[config.mk]
export PLATFORM = sky130hd
export DESIGN_NAME = positional_list_engine
export DESIGN_NICKNAME = d
export VERILOG_FILES = /design/src/hdl/ple_pkg.sv /design/src/hdl/positional_list_engine.sv /design/src/hdl/ple_store.sv
export SDC_FILE = /design/constraint.sdc
export NUM_CORES = 1
export LEC_CHECK = 0
export BUFFER_PORTS_ARGS = -buffer_cell sky130_fd_sc_hd__clkbuf_2
export CAP_MARGIN = 5
export CORE_MARGIN = 8
export CORE_UTILIZATION = 55
export DETAILED_ROUTE_END_ITERATION = 10
export PLACE_DENSITY = 0.71
export SKIP_CTS_REPAIR_TIMING = 1
export SYNTH_ARGS = -nofsm -noshare
export SYNTH_HDL_FRONTEND = slang
export SYNTH_SLANG_ARGS = --single-unit
[constraint.sdc]
create_clock -name clock -period 6.75 [get_ports clock]
set_input_delay 1.35 -clock clock [delete_from_list [all_inputs] [get_ports clock]]
set_output_delay 1.35 -clock clock [all_outputs]
set_load 0.01 [all_outputs]
[src/hdl/ple_pkg.sv]
// ple_pkg: shared types and constants for the positional list engine
// command and status codes, stream field layout, sequencer states, memory request struct
// no dependencies
`timescale 1ns / 1ps

package ple_pkg;

   // field widths
   localparam int CMD_W    = 3;
   localparam int VAL_W    = 32;
   localparam int POS_W    = 6;
   localparam int STATUS_W = 2;
   localparam int COUNT_W  = 6;

   // memory address width covers the largest supported depth
   localparam int MEM_AW = 6;

   // stream payload layout
   localparam int REQ_CMD_LSB  = 0;
   localparam int REQ_VAL_LSB  = REQ_CMD_LSB + CMD_W;
   localparam int REQ_POS_LSB  = REQ_VAL_LSB + VAL_W;
   localparam int REQ_BITS     = REQ_POS_LSB + POS_W;
   localparam int REQ_TDATA_W  = ((REQ_BITS + 7) / 8) * 8;
   localparam int RSP_STAT_LSB = 0;
   localparam int RSP_CNT_LSB  = RSP_STAT_LSB + STATUS_W;
   localparam int RSP_VAL_LSB  = RSP_CNT_LSB + COUNT_W;
   localparam int RSP_BITS     = RSP_VAL_LSB + VAL_W;
   localparam int RSP_TDATA_W  = ((RSP_BITS + 7) / 8) * 8;

   // command codes
   localparam logic [CMD_W-1:0] CMD_INS_FRONT = 3'd0;
   localparam logic [CMD_W-1:0] CMD_INS_BACK  = 3'd1;
   localparam logic [CMD_W-1:0] CMD_INS_POS   = 3'd2;
   localparam logic [CMD_W-1:0] CMD_DEL_FRONT = 3'd3;
   localparam logic [CMD_W-1:0] CMD_DEL_BACK  = 3'd4;
   localparam logic [CMD_W-1:0] CMD_DEL_POS   = 3'd5;
   localparam logic [CMD_W-1:0] CMD_DUMP      = 3'd6;

   // status codes
   localparam logic [STATUS_W-1:0] STAT_OK     = 2'd0;
   localparam logic [STATUS_W-1:0] STAT_BADPOS = 2'd1;
   localparam logic [STATUS_W-1:0] STAT_EMPTY  = 2'd2;
   localparam logic [STATUS_W-1:0] STAT_FULL   = 2'd3;

   typedef enum logic [2:0] {
      S_IDLE,
      S_MOVE,
      S_RESP,
      S_DUMP_RD,
      S_DUMP_WAIT
   } state_type;

   typedef struct packed {
      logic              rd_en;
      logic [MEM_AW-1:0] rd_addr;
      logic              wr_en;
      logic [MEM_AW-1:0] wr_addr;
      logic [VAL_W-1:0]  wr_data;
   } mem_req_type;

endpackage

[src/hdl/positional_list_engine.sv]
// positional_list_engine: bounded ordered list of signed 32-bit entries
// sequencer, decode and result register; entries live in ple_store
// depends on ple_pkg and ple_store
`timescale 1ns / 1ps

//  channel | dir | handshake             | payload
//  req     | in  | req_tvalid/req_tready | req_tdata: command, value, position
//  rsp     | out | rsp_tvalid/rsp_tready | rsp_tdata: status, entry_count, read_value;
//          |     |                       | rsp_tlast: last result of the command
//
// steps: insert or delete reads each of the m moved entries and writes it one slot over, then
//   stores the new value or updates the count and loads the result (errors load it directly);
//   worst case m = DEPTH - 1; a dump reads each entry from memory, then loads it as a result
// reset: synchronous, empties the list; memory contents are never cleared
// stalls: a new command is taken while the last result still waits in the
//   output register; the sequencer only waits when it must load a new result

module positional_list_engine #(
   parameter int DEPTH = 32
) (
   input  logic                            clock,
   input  logic                            reset,
   input  logic                            req_tvalid,
   output logic                            req_tready,
   // command[2:0], value[34:3], position[40:35], zero fill to 48 bits
   input  logic [ple_pkg::REQ_TDATA_W-1:0] req_tdata,
   output logic                            rsp_tvalid,
   input  logic                            rsp_tready,
   // status[1:0], entry_count[7:2], read_value[39:8]
   output logic [ple_pkg::RSP_TDATA_W-1:0] rsp_tdata,
   output logic                            rsp_tlast
);
   import ple_pkg::*;

   localparam int AW = (DEPTH > 1) ? $clog2(DEPTH) : 1;
   localparam int CW = $clog2(DEPTH + 1);
   localparam int KW = ((CW > POS_W) ? CW : POS_W) + 1;

   // request fields
   logic [CMD_W-1:0] req_cmd;
   logic [VAL_W-1:0] req_value;
   logic [POS_W-1:0] req_pos;

   assign req_cmd   = req_tdata[REQ_CMD_LSB +: CMD_W];
   assign req_value = req_tdata[REQ_VAL_LSB +: VAL_W];
   assign req_pos   = req_tdata[REQ_POS_LSB +: POS_W];

   // control state
   state_type            state_ff, state_in;
   logic [CW-1:0]        cnt_ff, cnt_in;
   logic [CW-1:0]        left_ff, left_in;      // entries still to read
   logic [AW-1:0]        ptr_ff, ptr_in;        // next read address
   logic                 pend_ff, pend_in;      // read data waiting to be written
   logic [AW-1:0]        pend_addr_ff, pend_addr_in;
   logic [AW-1:0]        idx_ff, idx_in;        // slot of the new entry
   logic                 ins_ff, ins_in;
   logic [VAL_W-1:0]     val_ff, val_in;
   logic [STATUS_W-1:0]  status_ff, status_in;

   // result register
   logic                 rsp_valid_ff, rsp_valid_in;
   logic [STATUS_W-1:0]  rsp_status_ff, rsp_status_in;
   logic [COUNT_W-1:0]   rsp_count_ff, rsp_count_in;
   logic [VAL_W-1:0]     rsp_value_ff, rsp_value_in;
   logic                 rsp_last_ff, rsp_last_in;

   mem_req_type          mem_req;
   logic [VAL_W-1:0]     rd_data;

   logic                 req_fire;
   logic                 out_free;

   // decode results
   state_type            dec_state;
   logic [STATUS_W-1:0]  dec_status;
   logic                 dec_ins;
   logic [KW-1:0]        dec_idx;
   logic [CW-1:0]        dec_left;
   logic [AW-1:0]        dec_ptr;

   logic [KW-1:0]        occ_x;
   logic [KW-1:0]        pos_x;
   logic                 full;
   logic                 empty;

   assign req_tready = (state_ff == S_IDLE);
   assign req_fire   = req_tvalid && req_tready;
   assign out_free   = !rsp_valid_ff || rsp_tready;

   assign occ_x = KW'(cnt_ff);
   assign pos_x = KW'(req_pos);
   assign full  = (cnt_ff == CW'(DEPTH));
   assign empty = (cnt_ff == '0);

   ple_store #(
      .DEPTH (DEPTH)
   ) u_store (
      .clock      (clock),
      .mem_req    (mem_req),
      .rd_data_ff (rd_data)
   );

   // command decode: range and room checks, shift extent
   always_comb begin
      dec_state  = S_RESP;
      dec_status = STAT_OK;
      dec_ins    = 1'b0;
      dec_idx    = '0;
      unique case (req_cmd)
         CMD_INS_FRONT: begin
            if (full) begin
               dec_status = STAT_FULL;
            end else begin
               dec_state = S_MOVE;
               dec_ins   = 1'b1;
            end
         end
         CMD_INS_BACK: begin
            if (full) begin
               dec_status = STAT_FULL;
            end else begin
               dec_state = S_MOVE;
               dec_ins   = 1'b1;
               dec_idx   = occ_x;
            end
         end
         CMD_INS_POS: begin
            if (pos_x == '0 || pos_x > occ_x + KW'(1)) begin
               dec_status = STAT_BADPOS;
            end else if (full) begin
               dec_status = STAT_FULL;
            end else begin
               dec_state = S_MOVE;
               dec_ins   = 1'b1;
               dec_idx   = pos_x - KW'(1);
            end
         end
         CMD_DEL_FRONT: begin
            if (empty) begin
               dec_status = STAT_EMPTY;
            end else begin
               dec_state = S_MOVE;
            end
         end
         CMD_DEL_BACK: begin
            if (empty) begin
               dec_status = STAT_EMPTY;
            end else begin
               dec_state = S_MOVE;
               dec_idx   = occ_x - KW'(1);
            end
         end
         CMD_DEL_POS: begin
            if (pos_x == '0 || pos_x > occ_x) begin
               dec_status = STAT_BADPOS;
            end else begin
               dec_state = S_MOVE;
               dec_idx   = pos_x - KW'(1);
            end
         end
         CMD_DUMP: begin
            if (!empty) begin
               dec_state = S_DUMP_RD;
            end
         end
         default: begin
            dec_state = S_RESP;
         end
      endcase
   end

   // shift extent: insert moves entries idx..occ-1 up from the top down,
   // delete moves entries idx+1..occ-1 down from the bottom up
   always_comb begin
      if (req_cmd == CMD_DUMP) begin
         dec_left = cnt_ff;
         dec_ptr  = '0;
      end else if (dec_ins) begin
         dec_left = CW'(occ_x - dec_idx);
         dec_ptr  = AW'(occ_x - KW'(1));
      end else begin
         dec_left = CW'(occ_x - KW'(1) - dec_idx);
         dec_ptr  = AW'(dec_idx + KW'(1));
      end
   end

   // next state
   always_comb begin
      state_in = state_ff;
      unique case (state_ff)
         S_IDLE: begin
            if (req_fire) begin
               state_in = dec_state;
            end
         end
         S_MOVE: begin
            if (left_ff == '0 && !pend_ff) begin
               state_in = S_RESP;
            end
         end
         S_RESP: begin
            if (out_free) begin
               state_in = S_IDLE;
            end
         end
         S_DUMP_RD: begin
            state_in = S_DUMP_WAIT;
         end
         S_DUMP_WAIT: begin
            if (out_free) begin
               state_in = (left_ff == CW'(1)) ? S_IDLE : S_DUMP_RD;
            end
         end
         default: begin
            state_in = S_IDLE;
         end
      endcase
   end

   // datapath, memory requests and result loads
   always_comb begin
      cnt_in       = cnt_ff;
      left_in      = left_ff;
      ptr_in       = ptr_ff;
      pend_in      = 1'b0;
      pend_addr_in = pend_addr_ff;
      idx_in       = idx_ff;
      ins_in       = ins_ff;
      val_in       = val_ff;
      status_in    = status_ff;
      mem_req      = '0;

      rsp_valid_in  = rsp_valid_ff && !rsp_tready;
      rsp_status_in = rsp_status_ff;
      rsp_count_in  = rsp_count_ff;
      rsp_value_in  = rsp_value_ff;
      rsp_last_in   = rsp_last_ff;

      unique case (state_ff)
         S_IDLE: begin
            if (req_fire) begin
               val_in    = req_value;
               status_in = dec_status;
               ins_in    = dec_ins;
               idx_in    = AW'(dec_idx);
               left_in   = dec_left;
               ptr_in    = dec_ptr;
            end
         end
         S_MOVE: begin
            // read one entry per cycle, write it one slot over in the next cycle
            if (left_ff != '0) begin
               mem_req.rd_en   = 1'b1;
               mem_req.rd_addr = MEM_AW'(ptr_ff);
               pend_in         = 1'b1;
               pend_addr_in    = ins_ff ? ptr_ff + AW'(1) : ptr_ff - AW'(1);
               ptr_in          = ins_ff ? ptr_ff - AW'(1) : ptr_ff + AW'(1);
               left_in         = left_ff - CW'(1);
            end
            if (pend_ff) begin
               mem_req.wr_en   = 1'b1;
               mem_req.wr_addr = MEM_AW'(pend_addr_ff);
               mem_req.wr_data = rd_data;
            end else if (left_ff == '0) begin
               // shift done: drop the new value into its slot or shrink the list
               if (ins_ff) begin
                  mem_req.wr_en   = 1'b1;
                  mem_req.wr_addr = MEM_AW'(idx_ff);
                  mem_req.wr_data = val_ff;
                  cnt_in          = cnt_ff + CW'(1);
               end else begin
                  cnt_in = cnt_ff - CW'(1);
               end
            end
         end
         S_RESP: begin
            if (out_free) begin
               rsp_valid_in  = 1'b1;
               rsp_status_in = status_ff;
               rsp_count_in  = COUNT_W'(cnt_ff);
               rsp_value_in  = '0;
               rsp_last_in   = 1'b1;
            end
         end
         S_DUMP_RD: begin
            mem_req.rd_en   = 1'b1;
            mem_req.rd_addr = MEM_AW'(ptr_ff);
         end
         S_DUMP_WAIT: begin
            if (out_free) begin
               rsp_valid_in  = 1'b1;
               rsp_status_in = STAT_OK;
               rsp_count_in  = COUNT_W'(cnt_ff);
               rsp_value_in  = rd_data;
               rsp_last_in   = (left_ff == CW'(1));
               ptr_in        = ptr_ff + AW'(1);
               left_in       = left_ff - CW'(1);
            end
         end
         default: begin
            pend_in = 1'b0;
         end
      endcase
   end

   always_ff @(posedge clock) begin
      if (reset) begin
         state_ff     <= S_IDLE;
         cnt_ff       <= '0;
         pend_ff      <= 1'b0;
         rsp_valid_ff <= 1'b0;
      end else begin
         state_ff     <= state_in;
         cnt_ff       <= cnt_in;
         pend_ff      <= pend_in;
         rsp_valid_ff <= rsp_valid_in;
      end
      left_ff       <= left_in;
      ptr_ff        <= ptr_in;
      pend_addr_ff  <= pend_addr_in;
      idx_ff        <= idx_in;
      ins_ff        <= ins_in;
      val_ff        <= val_in;
      status_ff     <= status_in;
      rsp_status_ff <= rsp_status_in;
      rsp_count_ff  <= rsp_count_in;
      rsp_value_ff  <= rsp_value_in;
      rsp_last_ff   <= rsp_last_in;
   end

   assign rsp_tvalid = rsp_valid_ff;
   assign rsp_tlast  = rsp_last_ff;
   assign rsp_tdata  = RSP_TDATA_W'({rsp_value_ff, rsp_count_ff, rsp_status_ff});

endmodule

[src/hdl/ple_store.sv]
// ple_store: entry memory of the positional list engine
// one write port, one registered read port; read data holds between reads
// depends on ple_pkg
`timescale 1ns / 1ps

module ple_store #(
   parameter int DEPTH = 32
) (
   input  logic                      clock,
   input  ple_pkg::mem_req_type      mem_req,
   output logic [ple_pkg::VAL_W-1:0] rd_data_ff
);
   import ple_pkg::*;

   localparam int AW = (DEPTH > 1) ? $clog2(DEPTH) : 1;

   logic [VAL_W-1:0] mem [DEPTH];

   always_ff @(posedge clock) begin
      if (mem_req.wr_en) begin
         mem[mem_req.wr_addr[AW-1:0]] <= mem_req.wr_data;
      end
      if (mem_req.rd_en) begin
         rd_data_ff <= mem[mem_req.rd_addr[AW-1:0]];
      end
   end

endmodule

Word level (Yosys, flattened, before mapping) --
Memories as Yosys holds them, arrays and structs flattened. A register that Yosys moved wholly into a read port is not among the register bits. Cells that the tools add are included.
Word-level totals: logic and storage cells 137, memories 1, output and inout port bits 43, input bits 52, register bits after elaboration 108, RAM bits 1024
Operators by class: add/sub/neg operators 11, bitwise logic cells 2, reduce and logical (&&, ||, !) cells 28, multiplexer cells 61, order comparisons 2, equal/unequal tests 17
Memories:
- u_store.mem | depth 32, width 32, rd ports 1, clocked after memory_dff 1, write ports 1, line ple_store.sv:17 | logic [VAL_W-1:0] mem [DEPTH];
Operator list (count):
- $mux 39 | 4
- $mux 6 | 11
- $mux 32 | 2
- $pmux 32 s2 | 1
- $mux 5 | 7
- $pmux 3 s5 | 2
- $pmux 6 s4 | 1
- $sub 6x1->6 const B | 4
- $mux 2 | 9
- $pmux 6 s3 | 1
- $mux 3 | 5
- $pmux 5 s3 | 1
- $pmux 7 s2 | 1
- $eq 3x2->1 const B | 4
- $eq 3x3->1 const B | 4
- $logic_not 6->1 | 2
- $sub 6x6->6 | 2
- $mux 1 | 11
- $add 5x1->5 const B | 2
- $ne 2x2->1 const B | 4
- $pmux 2 s4 | 1
- $reduce_and 4->1 | 2
- $reduce_or 2->1 | 4
- $add 6x1->7 const B | 1
- other kinds (22) | 35

Logic depth before layout (Yosys ltp) --
Gate-level depths: netlist of run 1.
word-level depth 10, gate-level depth with buffers 21, gate-level depth less buffers 19

Cells and area by module --
Synthesis of run 1 repeated with hierarchy kept, for this count alone.
Second synthesis, totals: cell total of the unflattened synthesis 2864, area total of the unflattened synthesis 46971.3 um2
By module, submodules not included:
- ple_store | area each 40812.9 um2, cells an instance 2260, times used 1
- positional_list_engine | area each 6158.4 um2, cells an instance 604, times used 1

Least setup slack after synthesis of run 1 --
Ideal clock, no wire load.
kind input -> register, start point input rsp_tready, end point register rsp_status_ff[0] (enable), setup time 471 ps, data arrival time 4011 ps, path slack 2268 ps, stages 3, cell sequence nor2b_1 clkbuf_1 nor3_1
On the way: cells in the longest elaborated chain, start to end 3, elaborated cells on any way between the ends 4, classes of those cells 2 x eq/ne; 2 x reduce/logical
RTL lines:
- from (decl) | line positional_list_engine.sv:28 | input logic rsp_tready,
- $logic_or 1x1->1 (*) | line positional_list_engine.sv:88 | assign out_free = !rsp_valid_ff || rsp_tready;
- $ne 2x2->1 (no line)
- $reduce_and 3->1 (no line) (*)
- to (signal assigned) | line positional_list_engine.sv:325 | rsp_status_ff <= rsp_status_in;
- to (decl) | line positional_list_engine.sv:62 | logic [STATUS_W-1:0] rsp_status_ff, rsp_status_in;
Every way passes the cells marked *; elsewhere a longest branch is shown, timed or not. A chain may end at the register's enable or synchronous reset.

Final worst setup path of run 1 --
start point register cnt_ff[3], end point register left_ff[3], data pin
On the way: elaborated cells on any way between the ends 23, classes of those cells 4 x add/sub; 2 x order compare; 1 x eq/ne; 13 x mux; 3 x reduce/logical
RTL lines:
- from (decl) | line positional_list_engine.sv:50 | logic [CW-1:0] cnt_ff, cnt_in;
- from (signal assigned) | line positional_list_engine.sv:314 | cnt_ff <= cnt_in;
- $add 6x1->7 | line positional_list_engine.sv:128 | if (pos_x == '0 || pos_x > occ_x + KW'(1)) begin
- $gt 6x7->1 | line positional_list_engine.sv:128
- $logic_or 1x1->1 | line positional_list_engine.sv:128
- $mux 1 | line positional_list_engine.sv:128
- $pmux 1 s2 (*) | line positional_list_engine.sv:109 | unique case (req_cmd)
- net dec_ins | line positional_list_engine.sv:76 | logic dec_ins;
- $mux 6 (*) | line positional_list_engine.sv:178 | end else if (dec_ins) begin
- $mux 6 (*) | line positional_list_engine.sv:175 | if (req_cmd == CMD_DUMP) begin
- $mux 6 (*) | line positional_list_engine.sv:241 | if (req_fire) begin
- $pmux 6 s3 (*) | line positional_list_engine.sv:239 | unique case (state_ff)
- net left_in[3] | line positional_list_engine.sv:51 | logic [CW-1:0] left_ff, left_in;
- to (signal assigned) | line positional_list_engine.sv:318 | left_ff <= left_in;
- to (decl) | line positional_list_engine.sv:51
The timed path passes the listed nets; every way through them passes the cells marked *. The select of a mux whose other input is x is not followed.

==> impl_metrics.toml, run 1 <==
[synthesis]
yosysUniqueCellTypes = 68
syn-num-nets = 3188
synth-seq-cells = 1164
yosys_warnings = 0
netlist_area_sq_um = 47780
ys_async_sr_fraction = 0
synth_cells = 3108
synth-main-ff-cell = "edfxtp_1"
avgSynthCellArea_sq_um = 15.37
ys_seq_area_frac = 0.7292
synth_edf_count = 1153

[timing]
clock_skew_ns = 0.04459
fin_tns_setup_ns = 0
final.period_utilization = 0.7978
hold_viol = 0
rsz0062_at_grt = "false"
setup_violations = 0
slew_headroom = -0.04281
post-route-min-period_ns = 5.385
fin_hold_ws_ns = 0.5255
worst_pin_slew_ns = 1.564
final_max_slew_viol_count = 73
clock.fmax_mhz = 185.7

[clocking]
clockRootBuffer = "clkbuf_16"
clk_latency_ns = 0.71
cts_made_buffers = 111
cts_sinks = 1164
clk_pin_slew_ns = 0.06
cts_tree = "built"
htree_levels = 3
clock_path_buffers = 3

[pwr]
internal_power_uw = 11610
pwr-share-clk = 0.413
switching_power_uw = 3342
p_leak_uw = 0.01488
swShare = 0.2236
seqPwrFrac = 0.535
power_density_nw_per_um2 = 280.3
power_frac_comb = 0.053
vdd_drop_max_mv = 0.2559

[placement]
dp_hpwl_mm = 65.56
placed_area_sq_um = 49720
port_buffers = 87
place_inst = 4213
gp_congestion = 0.8552

[min_path]
min_path_type = "flop to flop"
hold_depth = 1
min_delay_worst_endpoint = "rsp_status_ff[1]"
worstHoldStart = "status_ff[1]"

[detailed_routing]
drc = 0
vias = 28646
wl_mm = 121.2
wl_per_cell_um = 27.39
drt_iter0_markers = 3663
topRoutingLayerUsed = "met4"
first_pass_iters = 7
wl_met1_mm = 46.78
wl_met2_mm = 59.34
wl_met3_mm = 11.13
avgViaCountPerCell = 6.475
ant_nets = 0

[global_routing]
antenna_found_initial = 1
grt.overflow.total = 0
grt_pass1_vias = 28487
grt_pass1_wl_mm = 180.0
grtUsageTotal = 0.2444
grt_max_degree = 257

[finish]
drive_gt1_frac = 0.1668
nets = 3251
final_cell_count_no_fill = 4424
utilization = 0.6168
finalInstanceArea_sq_um = 53340
syn2layout_area_growth_pct = 11.62
ff_latch_area_sq_um = 34840
nFillCells = 6158
multi_input_area_sq_um = 12090

[critical_path]
cp-end-kind = "flop"
crit_fanout = 17
cp.arrival_ns = 5.79
r2r_cells = 18
cp-start-kind = "flop"
r2r_start = "cnt_ff[3]"
timing.reg2reg.setup_slack_ns = 1.36
cp.required_ns = 7.16
crit_type = "flop to flop"
rr_endpoint = "left_ff[3]"

[floorplanning]
die_h_um = 310.8
core_area_sq_um = 86480
fp.dieW_um = 310.8
initial_core_util = 0.5525
io_pins = 95
row_count = 108
die-area_sq_um = 96570

[run]
cap_violations = 0

[run_status]
violations = "slew limit"
status = "finished, violations left"
## per-layer routing
layer	GRT usage	up-vias
met4	0.08701	0
met1	0.3324	14556
li1	-	12316
met3	0.03870	254
met5	0	-
met2	0.4023	1520
## layout by cell type, fill, tap and decap left out, types with 11 or more instances in the layout
cell type	count
a31oi_1	36
clkbuf_2	87
o211ai_1	131
nor2_4	32
clkbuf_1	20
a21oi_1	74
a211oi_1	131
nor3_1	81
inv_1	24
clkbuf_16	111
nand3_1	110
buf_4	86
mux4_2	128
clkinv_2	27
edfxtp_1	1153
ha_1	27
and2_1	36
a311oi_1	32
o21ai_1	35
o21ai_0	25
nor2_1	331
clkinv_1	23
or3_1	133
clkinvlp_4	11
xnor2_1	28
nand2_1	177
a22oi_1	38
## Yosys cell counts (all sizes together) (76+ instances only)
master	count	area [sq um]
a211oi	131	983.4
clkbuf	152	570.6
nand2	183	689.4
o211ai	131	983.4
a21oi	76	387.9
edfxtp	1153	34620
or3	133	832.1
nand3	110	550.5
nor2	364	1366
buf	78	471.7
nor3	83	415.4
mux4	128	2883
## logic make-up (layout without fill, tap and decap cells)
family          Yosys count  in the layout  synth area share
compound gates          542            542           0.07931
xor+xnor                 36             36          0.006887
fa+ha+maj                30             30          0.007960
buf+inv                 260            420           0.02417
flops                  1164           1164            0.7292
mux                     131            131           0.06096
other cells               0              1                 0
simple gates            945            945           0.09154
## worst max-delay path: stages, from the launching register on
cell and delay [ns]:
dfxtp_1 0.78, clkinv_1 0.46, nor3_1 0.31, xnor2_1 0.20
ha_1 0.31, nand3_1 0.12, o32ai_1 0.09, o21bai_2 0.26
a31o_2 0.31, nand2_1 0.26, clkinv_1 0.31, a21boi_0 0.33
ha_1 0.29, a21o_1 0.18, a21oi_1 0.23, xnor3_1 0.27
a21oi_2 0.13, xnor2_1 0.14, a21oi_1 0.09
## state kept, by name, indices dropped and copies added, names as in the netlist
register / count
state_ff: 3
ins_ff: 1
ptr_ff: 5
u_store.mem: 1024
rsp_tlast: 1
rsp_tvalid: 1
rsp_count_ff: 6
rsp_value_ff: 32
pend_addr_ff: 5
idx_ff: 5
left_ff: 6
cnt_ff: 6
status_ff: 2
rsp_status_ff: 2
pend_ff: 1
u_store.rd_data_ff: 32
val_ff: 32
## worst max path at each step
| stage | startpoint | end | slack (ns) | cells after the start |
|---|---|---|---|---|
| global route | cnt_ff[3] | left_ff[3] | 0.96 | 18 |
| CTS | cnt_ff[3] | left_ff[3] | 1.45 | 18 |
| floorplan | rsp_tready | rsp_status_ff[0] | 2.27 | 3 |
| global placement | cnt_ff[3] | left_ff[3] | 1.50 | 18 |
| detailed placement | cnt_ff[3] | left_ff[3] | 1.48 | 18 |
| finish | cnt_ff[3] | left_ff[3] | 1.36 | 18 |
## through the flow
| stage | power (uW) | worst slack (ns) |
|---|---|---|
| after floorplan | 8670 | 2.268 |
| after global placement | 8910 | 1.496 |
| after detailed placement | 8930 | 1.478 |
| after CTS | 15010 | 1.445 |
| after global routing | 15350 | 0.9604 |
| final | 14950 | 1.365 |
## area by class of cell
cell class	instances	share of cell area
antenna	1	0.00004692
clock buffer	131	0.05348
clock inverter	79	0.01433
inverter	30	0.002135
multi-input combinational	1684	0.2267
sequential	1164	0.6533
tap	1155	0.02709
timing repair buffer	180	0.02289
## power by group through the flow
stage / clock [uW] / sequential, uW / combinational, uW
3_3_place_gp: 0 / 8140 / 769
5_1_grt: 6500 / 8000 / 854
2_1_floorplan: 0 / 8130 / 545
3_5_place_dp: 0 / 8140 / 785
4_1_cts: 6230 / 7990 / 791
6_report: 6170 / 7990 / 791
(Power assumes the default switching activity.)
==> run 2: changes to the inputs <==
clock period = 5.32 ns   (was 6.75 ns; I/O delays follow)
==> run 2 against run 1 <==
Net effect:
- the flow now finishes without violations
- die area unchanged
- routed wire length down 2.3%
- core utilization up 0.53 points
- highest routed layer unchanged
==> impl_metrics.toml, run 2 (synthesized netlist as in run 1, its figures left out) <==
[min_path]
min_path_type = "flop to flop"
worstHoldStart = "status_ff[1]"

[placement]
dp_hpwl_mm = 66.64
post-place-ws_ns = 0.4778
port_buffers = 87
gp_congestion = 0.8430

[pwr]
power_density_nw_per_um2 = 353.1
vdd_drop_max_mv = 0.3082
totalPowerFinal_uw = 19000
p_leak_uw = 0.01509

[clocking]
cts_sinks = 1164
clockRootBuffer = "clkbuf_16"
cts_made_buffers = 111
clock_path_buffers = 3
clk_latency_ns = 0.70
cts_tree = "built"
clk_pin_slew_ns = 0.06
htree_levels = 3

[floorplanning]
io_pins = 95
row_count = 108
core_area_sq_um = 86480
fp.dieW_um = 310.8
initial_core_util = 0.5525
die_h_um = 310.8
die-area_sq_um = 96570

[detailed_routing]
drc = 0
vias = 28542
avgViaCountPerCell = 6.412
first_pass_iters = 5
wl_per_cell_um = 26.60
ant_nets = 0
wl_mm = 118.4
drt_iter0_markers = 3813

[finish]
drive_gt1_frac = 0.1720
nets = 3278
most-common-layout-cells = "edfxtp_1 (1153), nor2_1 (329), nand2_1 (177)"
final_common_cell = "edfxtp_1"
utilization = 0.6221
nFillCells = 6020
syn2layout_area_growth_pct = 12.59
largest_reg_flops = 1024
diodes = 0

[critical_path]
timing.reg2reg.setup_slack_ns = 0.53
cp-start-kind = "flop"
crit_type = "flop to flop"
cp.arrival_ns = 5.19
cp.required_ns = 5.72
crit_fanout = 9
cp-end-kind = "flop"
critPathLaunch = "cnt_ff[0]"
r2r_start = "cnt_ff[0]"

[timing]
worst_pin_slew_ns = 1.215
final_max_slew_viol_count = 0
clock.fmax_mhz = 208.6
setup_slack_ns = 0.5263
rsz0062_at_grt = "false"
clock_skew_ns = 0.03954
fin_tns_setup_ns = 0
post-route-min-period_ns = 4.794
fin_hold_ws_ns = 0.5271
hold_viol = 0
final.period_utilization = 0.9011
setup_violations = 0
slew_headroom = 0.1841

[global_routing]
grt_pass1_vias = 28166
grtUsageTotal = 0.2387
antenna_found_initial = 1
grt_max_degree = 201
grt.overflow.total = 0
grt_pass1_wl_mm = 177.0

[run_status]
status = "finished, final reports clean"

[run]
cap_violations = 0
-- run 2: changes by cell type in the layout (fill, tap and decap cells not counted), moves of 2 or more --
cell        delta
buf_12        +19
buf_4          +7
clkbuf_16      +2
clkinv_1       +8
clkinv_2       -5
clkinvlp_4     -4
inv_16         -2
nor2_1         -2
nor2_2         +2
-- run 2: area by class of cell --
| class | count | area [sq um] | area share |
|---|---|---|---|
| sequential | 1164 | 34840 | 0.6477 |
| multi-input combinational | 1684 | 12100 | 0.2249 |
| clock buffer | 133 | 2903 | 0.05396 |
| timing repair buffer | 207 | 1669 | 0.03102 |
| tap | 1155 | 1445 | 0.02686 |
| clock inverter | 78 | 724.4 | 0.01347 |
| inverter | 30 | 113.9 | 0.002116 |
-- run 2: per-stage QoR --
step | cells | instance area, sq um
6_report | 4451 | 53800
5_1_grt | 4451 | 53800
4_1_cts | 4450 | 53780
3_5_place_dp | 4239 | 50160
3_3_place_gp | 4239 | 50160
2_1_floorplan | 3108 | 47780
-- run 2: final timing paths --
| check | endpoint | depth (start not counted) |
|---|---|---|
| worst max-delay path | left_ff[3] | 19 |
| worst min-delay path | rsp_status_ff[1] | 1 |
| worst max register to register | left_ff[3] | 19 |
| worst min register to register | rsp_status_ff[1] | 1 |
-- run 2: report_power, final --
group | internal [uW] | leakage (uW) | switching [uW]
sequential | 10100 | 0.00863 | 74.7
clock | 4440 | 0.00176 | 3380
combinational | 313 | 0.00471 | 717
total | 14800 | 0.0151 | 4170
-- run 2: metal layers --
metal / wire, um / GRT usage / up-vias
met3: 10530 / 0.03638 / 214
met5: 0 / 0 / -
met1: 45920 / 0.3245 / 14453
met2: 58640 / 0.3979 / 1518
met4: 3283 / 0.07679 / 0
li1: - / - / 12357
-- run 2: worst max-delay path: stages, from the launching register on --
cell and delay (ns):
dfxtp_1 0.50, buf_4 0.22, nand3_1 0.07, nor3_1 0.22, xnor2_1 0.21, ha_1 0.32
nand3_1 0.10, o32ai_1 0.08, o21bai_2 0.26, a31o_2 0.31, nand2_1 0.26, clkinv_1 0.30
a21boi_0 0.33, ha_1 0.29, a21o_1 0.19, a21oi_1 0.22, xnor3_1 0.27, a21oi_2 0.13
xnor2_1 0.13, a21oi_1 0.08
